`src/rtl/spn_pkg.sv`:
```
`timescale 1ns / 1ps
`default_nettype none

package spn_pkg;

   // width of the transaction fields at the ports
   localparam int FIELD_W      = 16;
   localparam int NIBBLE_W     = 4;

   // tick counter width in use; only the low bits of each field take part
   localparam int TICK_WIDTH   = 16;
   localparam int TICK_USED    = (TICK_WIDTH < FIELD_W) ? TICK_WIDTH : FIELD_W;

   localparam int CAL_UNITS     = 56;
   localparam int NIBBLE_OFFSET = 12;
   localparam int NIBBLE_MAX    = 15;

   // quotient bits kept: the top one flags "at least 32", which already clamps
   localparam int QUO_W        = 6;
   localparam int CELL_COUNT   = QUO_W;

   // pulse * 56 + sync / 2 stays below 2^(TICK_USED + 6)
   localparam int NUM_W        = TICK_USED + 6;
   // divisor aligned to the top quotient bit
   localparam int DIV_W        = TICK_USED + QUO_W - 1;

   typedef struct packed {
      logic [NUM_W-1:0] rem;
      logic [DIV_W-1:0] dsh;
      logic [QUO_W-1:0] quo;
      logic             zero;
   } spn_stage_type;

endpackage

`default_nettype wire

```
`src/rtl/spn_if.sv`:
```
`timescale 1ns / 1ps
`default_nettype none

interface spn_req_if import spn_pkg::*; ();
   logic               valid;
   logic               ready;
   logic [FIELD_W-1:0] pulse_ticks;
   logic [FIELD_W-1:0] sync_ticks;

   modport source (output valid, output pulse_ticks, output sync_ticks, input ready);
   modport sink   (input valid, input pulse_ticks, input sync_ticks, output ready);
endinterface

interface spn_rsp_if import spn_pkg::*; ();
   logic                valid;
   logic                ready;
   logic [NIBBLE_W-1:0] nibble;
   logic                zero_divisor;

   modport source (output valid, output nibble, output zero_divisor, input ready);
   modport sink   (input valid, input nibble, input zero_divisor, output ready);
endinterface

`default_nettype wire

```
`src/rtl/spn_front.sv`:
```
`timescale 1ns / 1ps
`default_nettype none

module spn_front import spn_pkg::*; (
   input  logic          clock,
   input  logic          reset,
   spn_req_if.sink       req,
   output logic          dn_valid,
   input  logic          dn_ready,
   output spn_stage_type dn_data
);

   logic                 valid_ff;
   logic                 valid_in;
   spn_stage_type        data_ff;
   spn_stage_type        data_in;
   logic [TICK_USED-1:0] pulse;
   logic [TICK_USED-1:0] sync;
   logic                 take;

   assign pulse     = req.pulse_ticks[TICK_USED-1:0];
   assign sync      = req.sync_ticks[TICK_USED-1:0];
   assign req.ready = !valid_ff || dn_ready;
   assign take      = req.valid && req.ready;

   always_comb begin
      data_in.rem  = NUM_W'(pulse) * NUM_W'(CAL_UNITS) + NUM_W'(sync >> 1);
      data_in.dsh  = DIV_W'(sync) << (QUO_W - 1);
      data_in.quo  = '0;
      data_in.zero = (sync == '0);
      valid_in     = take || (valid_ff && !dn_ready);
   end

   always_ff @(posedge clock) begin
      if (reset) begin
         valid_ff <= 1'b0;
      end else begin
         valid_ff <= valid_in;
      end
   end

   always_ff @(posedge clock) begin
      if (take) begin
         data_ff <= data_in;
      end
   end

   assign dn_valid = valid_ff;
   assign dn_data  = data_ff;

endmodule

`default_nettype wire

```
`src/rtl/spn_cell.sv`:
```
`timescale 1ns / 1ps
`default_nettype none

module spn_cell import spn_pkg::*; (
   input  logic          clock,
   input  logic          reset,
   input  logic          up_valid,
   output logic          up_ready,
   input  spn_stage_type up_data,
   output logic          dn_valid,
   input  logic          dn_ready,
   output spn_stage_type dn_data
);

   logic          valid_ff;
   logic          valid_in;
   spn_stage_type data_ff;
   spn_stage_type data_in;
   logic          ge;
   logic          take;

   assign up_ready = !valid_ff || dn_ready;
   assign take     = up_valid && up_ready;

   // one restoring step: subtract the aligned divisor when it fits
   always_comb begin
      ge           = (up_data.rem >= NUM_W'(up_data.dsh));
      data_in.rem  = ge ? (up_data.rem - NUM_W'(up_data.dsh)) : up_data.rem;
      data_in.dsh  = up_data.dsh >> 1;
      data_in.quo  = {up_data.quo[QUO_W-2:0], ge};
      data_in.zero = up_data.zero;
      valid_in     = take || (valid_ff && !dn_ready);
   end

   always_ff @(posedge clock) begin
      if (reset) begin
         valid_ff <= 1'b0;
      end else begin
         valid_ff <= valid_in;
      end
   end

   always_ff @(posedge clock) begin
      if (take) begin
         data_ff <= data_in;
      end
   end

   assign dn_valid = valid_ff;
   assign dn_data  = data_ff;

endmodule

`default_nettype wire

```
`src/rtl/spn_back.sv`:
```
`timescale 1ns / 1ps
`default_nettype none

module spn_back import spn_pkg::*; (
   input  logic          clock,
   input  logic          reset,
   input  logic          up_valid,
   output logic          up_ready,
   input  spn_stage_type up_data,
   spn_rsp_if.source     rsp
);

   logic                valid_ff;
   logic                valid_in;
   logic [NIBBLE_W-1:0] nibble_ff;
   logic [NIBBLE_W-1:0] nibble_in;
   logic                zero_ff;
   logic [QUO_W-2:0]    quo_low;
   logic [QUO_W-2:0]    excess;
   logic                take;

   assign up_ready = !valid_ff || rsp.ready;
   assign take     = up_valid && up_ready;
   assign quo_low  = up_data.quo[QUO_W-2:0];

   // clamp the rounded quotient minus the offset to the nibble range; a zero divisor gives zero
   always_comb begin
      excess = quo_low - (QUO_W-1)'(NIBBLE_OFFSET);
      if (up_data.zero) begin
         nibble_in = '0;
      end else if (up_data.quo[QUO_W-1]) begin
         nibble_in = NIBBLE_W'(NIBBLE_MAX);
      end else if (quo_low < (QUO_W-1)'(NIBBLE_OFFSET)) begin
         nibble_in = '0;
      end else if (excess > (QUO_W-1)'(NIBBLE_MAX)) begin
         nibble_in = NIBBLE_W'(NIBBLE_MAX);
      end else begin
         nibble_in = excess[NIBBLE_W-1:0];
      end
      valid_in = take || (valid_ff && !rsp.ready);
   end

   always_ff @(posedge clock) begin
      if (reset) begin
         valid_ff <= 1'b0;
      end else begin
         valid_ff <= valid_in;
      end
   end

   always_ff @(posedge clock) begin
      if (take) begin
         nibble_ff <= nibble_in;
         zero_ff   <= up_data.zero;
      end
   end

   assign rsp.valid        = valid_ff;
   assign rsp.nibble       = nibble_ff;
   assign rsp.zero_divisor = zero_ff;

endmodule

`default_nettype wire

```
`src/rtl/sent_pulse_to_nibble_unit.sv`:
```
`timescale 1ns / 1ps
`default_nettype none

// channel | dir | handshake   | payload
// req     | in  | valid/ready | pulse_ticks[15:0], sync_ticks[15:0]
// rsp     | out | valid/ready | nibble[3:0], zero_divisor
//
// One transaction per cycle sustained while rsp is ready: the input stage forms
// pulse*56 + sync/2, six divider cells each resolve one quotient bit, the output
// stage clamps. Every stage carries its own valid and holds under stall, so a
// stage with a bubble still takes new data while rsp waits.
// Synchronous reset clears only the stage valid bits.

module sent_pulse_to_nibble_unit import spn_pkg::*; (
   input  logic      clock,
   input  logic      reset,
   spn_req_if.sink   req,
   spn_rsp_if.source rsp
);

   logic [CELL_COUNT:0] vld;
   logic [CELL_COUNT:0] rdy;
   spn_stage_type       stage [CELL_COUNT+1];

   spn_front u_front (
      .clock    (clock),
      .reset    (reset),
      .req      (req),
      .dn_valid (vld[0]),
      .dn_ready (rdy[0]),
      .dn_data  (stage[0])
   );

   for (genvar i = 0; i < CELL_COUNT; i++) begin : g_cell
      spn_cell u_cell (
         .clock    (clock),
         .reset    (reset),
         .up_valid (vld[i]),
         .up_ready (rdy[i]),
         .up_data  (stage[i]),
         .dn_valid (vld[i+1]),
         .dn_ready (rdy[i+1]),
         .dn_data  (stage[i+1])
      );
   end

   spn_back u_back (
      .clock    (clock),
      .reset    (reset),
      .up_valid (vld[CELL_COUNT]),
      .up_ready (rdy[CELL_COUNT]),
      .up_data  (stage[CELL_COUNT]),
      .rsp      (rsp)
   );

`ifndef SYNTHESIS
   a_empty_front_ready: assert property (@(posedge clock) disable iff (reset)
      !vld[0] |-> req.ready)
      else $error("input stage empty but req not ready");

   a_no_loss_first_cell: assert property (@(posedge clock) disable iff (reset)
      (vld[0] && !vld[1]) |=> vld[1])
      else $error("transaction dropped between input stage and first cell");

   a_no_loss_last_cell: assert property (@(posedge clock) disable iff (reset)
      (vld[CELL_COUNT] && !rsp.valid) |=> rsp.valid)
      else $error("transaction dropped between last cell and output stage");

   a_zero_gives_zero: assert property (@(posedge clock) disable iff (reset)
      (vld[CELL_COUNT] && rdy[CELL_COUNT] && stage[CELL_COUNT].zero)
         |=> (rsp.valid && rsp.zero_divisor && rsp.nibble == '0))
      else $error("zero divisor not reported as nibble zero");
`endif

endmodule

`default_nettype wire
```
`src/flat_wrapper.sv`:
```
// flat-port wrapper written by rule: the top's interface ports become plain ports
module sent_pulse_to_nibble_unit_flat import spn_pkg::*;
  (clock, reset, req_valid, req_pulse_ticks, req_sync_ticks, req_ready, rsp_valid, rsp_nibble, rsp_zero_divisor, rsp_ready);
  spn_req_if req_i ();
  spn_rsp_if rsp_i ();
  input  logic clock;
  input  logic reset;
  input wire logic [$bits(req_i.valid)-1:0] req_valid;
  input wire logic [$bits(req_i.pulse_ticks)-1:0] req_pulse_ticks;
  input wire logic [$bits(req_i.sync_ticks)-1:0] req_sync_ticks;
  output wire logic [$bits(req_i.ready)-1:0] req_ready;
  output wire logic [$bits(rsp_i.valid)-1:0] rsp_valid;
  output wire logic [$bits(rsp_i.nibble)-1:0] rsp_nibble;
  output wire logic [$bits(rsp_i.zero_divisor)-1:0] rsp_zero_divisor;
  input wire logic [$bits(rsp_i.ready)-1:0] rsp_ready;
  assign req_i.valid = req_valid;
  assign req_i.pulse_ticks = req_pulse_ticks;
  assign req_i.sync_ticks = req_sync_ticks;
  assign req_ready = req_i.ready;
  assign rsp_valid = rsp_i.valid;
  assign rsp_nibble = rsp_i.nibble;
  assign rsp_zero_divisor = rsp_i.zero_divisor;
  assign rsp_i.ready = rsp_ready;
  sent_pulse_to_nibble_unit u_core (.clock(clock), .reset(reset), .req(req_i), .rsp(rsp_i));
endmodule
```
`config.mk`:
```
export PLATFORM = sky130hd
export DESIGN_NAME = sent_pulse_to_nibble_unit_flat
export DESIGN_NICKNAME = d
export VERILOG_FILES = /design/src/rtl/spn_pkg.sv /design/src/rtl/spn_if.sv /design/src/rtl/spn_front.sv /design/src/rtl/spn_cell.sv /design/src/rtl/spn_back.sv /design/src/rtl/sent_pulse_to_nibble_unit.sv /design/src/flat_wrapper.sv
export SDC_FILE = /design/constraint.sdc
export NUM_CORES = 1
export LEC_CHECK = 0
export ABC_CLOCK_PERIOD_IN_PS = 5360
export BUFFER_PORTS_ARGS = -buffer_cell sky130_fd_sc_hd__buf_4
export CORE_MARGIN = 3
export CORE_UTILIZATION = 63
export DETAILED_ROUTE_END_ITERATION = 8
export PLACE_DENSITY = 0.8
export SLEW_MARGIN = 20
export SYNTH_ARGS = -nofsm -noshare
export SYNTH_HDL_FRONTEND = slang
export SYNTH_SLANG_ARGS = --single-unit
```
`constraint.sdc`:
```
create_clock -name clock -period 5.36 [get_ports clock]
set_input_delay 0.268 -clock clock [delete_from_list [all_inputs] [get_ports clock]]
set_output_delay 0.268 -clock clock [all_outputs]
set_load 0.01 [all_outputs]
```
Word-level counts from Yosys, hierarchy flattened
Cells that the tools add are included.

Reductions and logical operators: 49. $lt $le $gt $ge: 8. Add/subtract/negate cells: 7. Mux-type cells: 8. $mul: 1.

Operators by type and width (count): $mux 22 (5); $add 22x15->22 (1); $ge 22x16->1 (1); $ge 22x17->1 (1); $ge 22x18->1 (1); $ge 22x19->1 (1); $ge 22x20->1 (1); $ge 22x21->1 (1); $sub 22x17->22 (1); $sub 22x18->22 (1); $sub 22x19->22 (1); $sub 22x20->22 (1); $sub 22x21->22 (1); $mul 16x3->19 const B (1); $logic_and 1x1->1 (16); $logic_not 1->1 (16); $logic_not 16->1 (1); $logic_or 1x1->1 (16); $mux 4 (3); $gt 5x4->1 const B (1); $lt 5x4->1 const B (1); $sub 5x4->5 const B (1).

Output and inout bits: 7. Logic and storage cells: 108. Register bits: 269.

Longest topological paths before layout
Word-level depth: 11. Depth in mapped cells: 16.

Hierarchy
A second synthesis with hierarchy kept.

Cells, all modules: 2040. Area, all modules: 22348.9 um^2.

By module, submodules not included: spn_cell (u_core.g_cell[1].u_cell ...) (sequential area each 1491.4 um^2, cells each 283, area an instance 3159.3 um^2, instances 3); spn_cell (u_core.g_cell[4].u_cell ...) (sequential area each 1491.4 um^2, cells each 294, area an instance 3076.7 um^2, instances 2); spn_cell (u_core.g_cell[0].u_cell) (sequential area each 1491.4 um^2, cells each 308, area an instance 3333.2 um^2, instances 1); spn_front (sequential area each 1101.1 um^2, cells each 273, area an instance 3099.2 um^2, instances 1); spn_back (sequential area each 170.2 um^2, cells each 22, area an instance 285.3 um^2, instances 1).

Worst setup path before layout
OpenSTA, ideal clock, no wires.

Kind: register to register. Start point: register u_core.u_back.valid_ff (netlist: u_core.u_back.rsp.valid). End point: register u_core.g_cell[4].u_cell.data_ff (netlist bit u_core.g_cell[4].u_cell.dn_data[0]) (enable). Stages on the path, launching flop included: 4. Path buffers: 0. Slack: 1018 ps. Data required time: 4851 ps. Clock period less this slack: 4342 ps. Arrival time: 3833 ps. Cells stage by stage: dfxtp_1 -> nor2b_1 -> and2_1 -> a21boi_0.

Word-level cells in the longest chain between the ends: 5.

Ends and longest elaborated chain: from (decl) (RTL line spn_back.sv:13) `logic valid_ff;`; from (signal assigned) (RTL line spn_back.sv:47) `valid_ff <= valid_in;`; $logic_not 1->1 (RTL line spn_back.sv:22) `assign up_ready = !valid_ff || rsp.ready;`; $logic_or 1x1->1 (RTL line spn_back.sv:22); $logic_or 1x1->1 (2 in a row) (RTL line spn_cell.sv:22) `assign up_ready = !valid_ff || dn_ready;`; $logic_and 1x1->1 (RTL line spn_cell.sv:23) `assign take = up_valid && up_ready;`; via u_core.g_cell[4].u_cell.take (RTL line spn_cell.sv:20) `logic take;`; to (signal assigned) (RTL line spn_cell.sv:45) `data_ff <= data_in;`; to (decl) (RTL line spn_cell.sv:17) `spn_stage_type data_ff;`.

The timed path passes the listed nets, and every way through them passes these cells. A chain may end at the register's enable or synchronous reset.

==> metrics.json <==
{
  "ctsHtreeMaxLevel": {"value": 1},
  "synth_enable_flop_cells": {"value": 246},
  "start_util": {"value": 64.12, "unit": "%"},
  "layout_min_cycle_time": {"value": 3.755, "unit": "ns"},
  "fin_hold_ws": {"value": 0.04103, "unit": "ns"},
  "ys_ff_latch": {"value": 254},
  "cts_repair_resize_count": {"value": 0},
  "setup.worst_path.start": {"value": "u_core.g_cell[2].u_cell.dn_data[30]"},
  "number_of_buffers_created_by_cts": {"value": 26},
  "cts_root_buf": {"value": "clkbuf_16"},
  "final_cell_area": {"value": 16890, "unit": "um^2"},
  "final.setup_skew": {"value": 0.01222, "unit": "ns"},
  "post-cts-setup-buffer-count": {"value": 0},
  "core-area": {"value": 23540, "unit": "um^2"},
  "timing.critical_path.required": {"value": 5.63, "unit": "ns"},
  "fraction_of_final_layout_cells_with_drive_strength_greater_than_1": {"value": 9.325, "unit": "%"},
  "final.setup.tns": {"value": 0, "unit": "ns"},
  "first_global_vias": {"value": 9936},
  "worstPathBufferInverterCount": {"value": 2},
  "port_buffers": {"value": 42},
  "syn_area_per_cell": {"value": 11.22, "unit": "um^2"},
  "slowest_delay": {"value": 0.71, "unit": "ns"},
  "floorplan.die.height": {"value": 160.8, "unit": "um"},
  "hp-class": {"value": "in -> reg"},
  "violation_count_after_the_first_detailed_route_iteration": {"value": 550},
  "critPathSlowestCell": {"value": "a2111oi_4"},
  "setup.worst_path.end": {"value": "u_core.g_cell[3].u_cell.dn_data[33]"},
  "largest_cells_by_area_after_synthesis": {"value": "edfxtp_1 (49%), ha_1 (11%), inv_1 (3.5%)"},
  "synthDominantCellAreaShare": {"value": 48.94, "unit": "%"},
  "grtUsageMet1": {"value": 22.12, "unit": "%"},
  "skew_pair_late_insertion_delay": {"value": 0.52, "unit": "ns"},
  "r2r_setup_slack": {"value": 1.61, "unit": "ns"},
  "std_cell_rows": {"value": 56},
  "setup_viol_count_final": {"value": 0},
  "die_area": {"value": 25850, "unit": "um^2"},
  "critical_path.top_delay_family": {"value": "compound AO/OA/AOI/OAI gates"},
  "antenna_found_initial": {"value": 0},
  "floorplan.die.width": {"value": 160.8, "unit": "um"},
  "ratio_of_routed_vias_to_standard_cells": {"value": 5.696},
  "timing.final.hold_violations": {"value": 0},
  "dpl_cell_area": {"value": 15840, "unit": "um^2"},
  "diodes": {"value": 0},
  "path_cells": {"value": "inv_1 -> ha_1 -> fa_1 -> nor2b_1 -> o21a_1 -> o21ai_0 -> a21oi_1 -> o21ai_2 -> o21ai_1 -> a2111oi_4 -> buf_4 -> mux2_1"},
  "grt_max_degree": {"value": 44},
  "grt.met3_usage": {"value": 2.347, "unit": "%"},
  "path_depth": {"value": 12},
  "power.total": {"value": 6.069, "unit": "mW"},
  "static-leakage-power": {"value": 6.776, "unit": "nW"},
  "synthMostInstantiatedCell": {"value": "edfxtp_1"},
  "grt_most_used_layer": {"value": "met2"},
  "grt_usage": {"value": 20.76, "unit": "%"},
  "clkSinkCount": {"value": 254},
  "post_drt_wl_per_cell": {"value": 15.10, "unit": "um"},
  "wl": {"value": 26.52, "unit": "mm"},
  "nets": {"value": 1606},
  "gpl.final_weighted_congestion": {"value": 1.008},
  "normalized_max_slew_margin": {"value": 29.65, "unit": "%"},
  "synth_async_sr_flop_share": {"value": 0, "unit": "%"},
  "tritoncts": {"value": "done"},
  "drt_pre_antenna_iters": {"value": 5},
  "post_synth_num_cell_types": {"value": 71},
  "syn_nets": {"value": 1533},
  "grtUsageMet2": {"value": 41.39, "unit": "%"},
  "synth.cells.most_frequent": {"value": "edfxtp_1 (246), inv_1 (140), ha_1 (130)"},
  "ant_nets": {"value": 0},
  "critPathCaptureType": {"value": "flop"},
  "syn2layout_area_growth": {"value": 11.87, "unit": "%"},
  "power-per-cell-area": {"value": 359.4, "unit": "nW/um^2"},
  "clk_pin_slew_worst_paths": {"value": 0.06, "unit": "ns"},
  "route.vias.total": {"value": 10000},
  "syn-cell-area": {"value": 15090, "unit": "um^2"},
  "critical_setup_path_class": {"value": "reg -> reg"},
  "min_period_over_period": {"value": 70.05, "unit": "%"},
  "timing.final.max_slew_violations": {"value": 0},
  "vdd.ir_drop.worst": {"value": 0.2137, "unit": "mV"},
  "rr_worst_depth": {"value": 12},
  "synth-main-ff-cell": {"value": "edfxtp_1"},
  "grt_first_pass_wirelength": {"value": 44.66, "unit": "mm"},
  "ioPinCount": {"value": 43},
  "setup_repair_after_global_routing_missed_its_margin": {"value": "false"},
  "worst_pin_slew": {"value": 1.053, "unit": "ns"},
  "critPathLaunchType": {"value": "flop"},
  "critPathMaxFanout": {"value": 16},
  "ys_warn_count": {"value": 0},
  "outcome": {"value": "complete, no violations"},
  "drv.max_cap_violation_count": {"value": 0},
  "post_cts_hold_buffer_count": {"value": 17},
  "dr_drc_count": {"value": 0},
  "hpwlAfterDp": {"value": 20.24, "unit": "mm"},
  "grt_overflow_total": {"value": 0},
  "syn_inst": {"value": 1345},
  "netlist.top_cell.by_area": {"value": "edfxtp_1"},
  "clockBufferDepth": {"value": 3},
  "max_clock_freq": {"value": 0.2663, "unit": "GHz"},
  "arrival": {"value": 4.03, "unit": "ns"},
  "worst_r2r_startpoint": {"value": "u_core.g_cell[2].u_cell.dn_data[30]"},
  "synth.yosys.seq_area_share": {"value": 50.00, "unit": "%"},
  "reg2reg_to": {"value": "u_core.g_cell[3].u_cell.dn_data[33]"}
}
## report_power, final
group          internal (mW)  switching [mW]  leakage (nW)
clock                  0.979           0.691         0.395
sequential              2.46          0.0965          2.31
combinational          0.822            1.02          4.07
total                   4.26            1.81          6.78
## registers in the layout, indices dropped and copies added, names as in the netlist
name,count
u_core.g_cell.u_cell.dn_data,205
u_core.u_front.dn_data,36
u_core.g_cell.u_cell.dn_valid,6
u_core.u_back.rsp.nibble,4
u_core.u_back.rsp.valid,1
u_core.u_back.rsp.zero_divisor,1
u_core.u_front.dn_valid,1
## cells by family after synthesis
kind of cell / Yosys count / synth area share (%)
and+or+nand+nor: 330 / 10.73
AOI/OAI and AO/OA: 329 / 14.33
buffers and inverters: 162 / 4.078
muxes: 18 / 1.318
DFF: 254 / 50.00
xor gates and xnor gates: 100 / 5.852
adders and majority gates: 152 / 13.69
## worst register-to-register path: stages, from the launching register on
cell and delay, ns:
edfxtp_1 0.39, inv_1 0.12, ha_1 0.20, fa_1 0.22
nor2b_1 0.05, o21a_1 0.17, o21ai_0 0.31, a21oi_1 0.21
o21ai_2 0.28, o21ai_1 0.19, a2111oi_4 0.71, buf_4 0.32
mux2_1 0.34
## worst min path at each step
stage               cells after the start                                from                            endpoint  slack (ns)
finish                                  4                           rsp_ready             u_core.u_back.rsp.valid        0.04
global route                            4                           rsp_ready             u_core.u_back.rsp.valid        0.07
CTS                                     4                           rsp_ready             u_core.u_back.rsp.valid        0.03
detailed placement                      0  u_core.g_cell[1].u_cell.dn_data[0]  u_core.g_cell[2].u_cell.dn_data[0]        0.40
global placement                        0  u_core.g_cell[3].u_cell.dn_data[2]  u_core.g_cell[4].u_cell.dn_data[3]        0.40
floorplan                               0                   req_sync_ticks[0]          u_core.u_front.dn_data[12]        0.37
## final cells by class
cell class | count | area (um^2)
clock buffer | 32 | 704.4
clock inverter | 15 | 106.4
fill | 1628 | 6656
inverter | 140 | 525.5
multi-input combinational | 929 | 7018
sequential | 254 | 7547
tap | 319 | 399.1
timing repair buffer | 67 | 585.6
## metal layers
| metal | routed length (um) | part of all wire, % | vias to the layer above |
|---|---|---|---|
| met3 | 937 | 3.5 | 62 |
| met5 | 0 | 0 | - |
| met4 | 927 | 3.5 | 0 |
| li1 | - | - | 5048 |
| met2 | 14400 | 54 | 214 |
| met1 | 10250 | 39 | 4678 |
## per-stage QoR
stage | utilization, % | cells | setup slack [ns]
2_1_floorplan | - | 1345 | 1.018
3_3_place_gp | 67.29 | 1690 | 1.415
3_5_place_dp | 67.29 | 1690 | 1.255
4_1_cts | 71.46 | 1754 | 1.599
5_1_grt | 71.73 | 1756 | 1.378
6_report | 71.73 | 1756 | 1.605
## cell usage in the layout (no fill, tap or decap), types with 5 or more instances in the layout
cell type,synthesis,layout
mux2_2,13,13
nand2b_1,19,19
buf_4,0,48
nor2b_1,18,17
o211ai_1,5,5
xnor2_1,54,54
fa_1,22,22
o21bai_1,14,14
o21ai_0,89,89
clkinv_2,0,5
clkinv_1,0,5
a21o_1,43,43
and3_1,8,8
inv_1,140,140
edfxtp_1,246,246
nor2_1,79,78
or3_1,6,6
clkbuf_16,0,27
nor3_1,27,27
nand3b_1,6,6
nor4_1,14,14
dfxtp_1,8,8
a211oi_1,8,8
o31ai_1,9,8
ha_1,130,130
nand2_1,95,95
a31oi_1,9,8
o21a_1,15,15
a21oi_1,85,84
nand3_1,19,19
nand4_1,19,19
dlygate4sd3_1,0,17
xor2_1,45,45
Note: power is estimated with default switching activity, not from simulation.
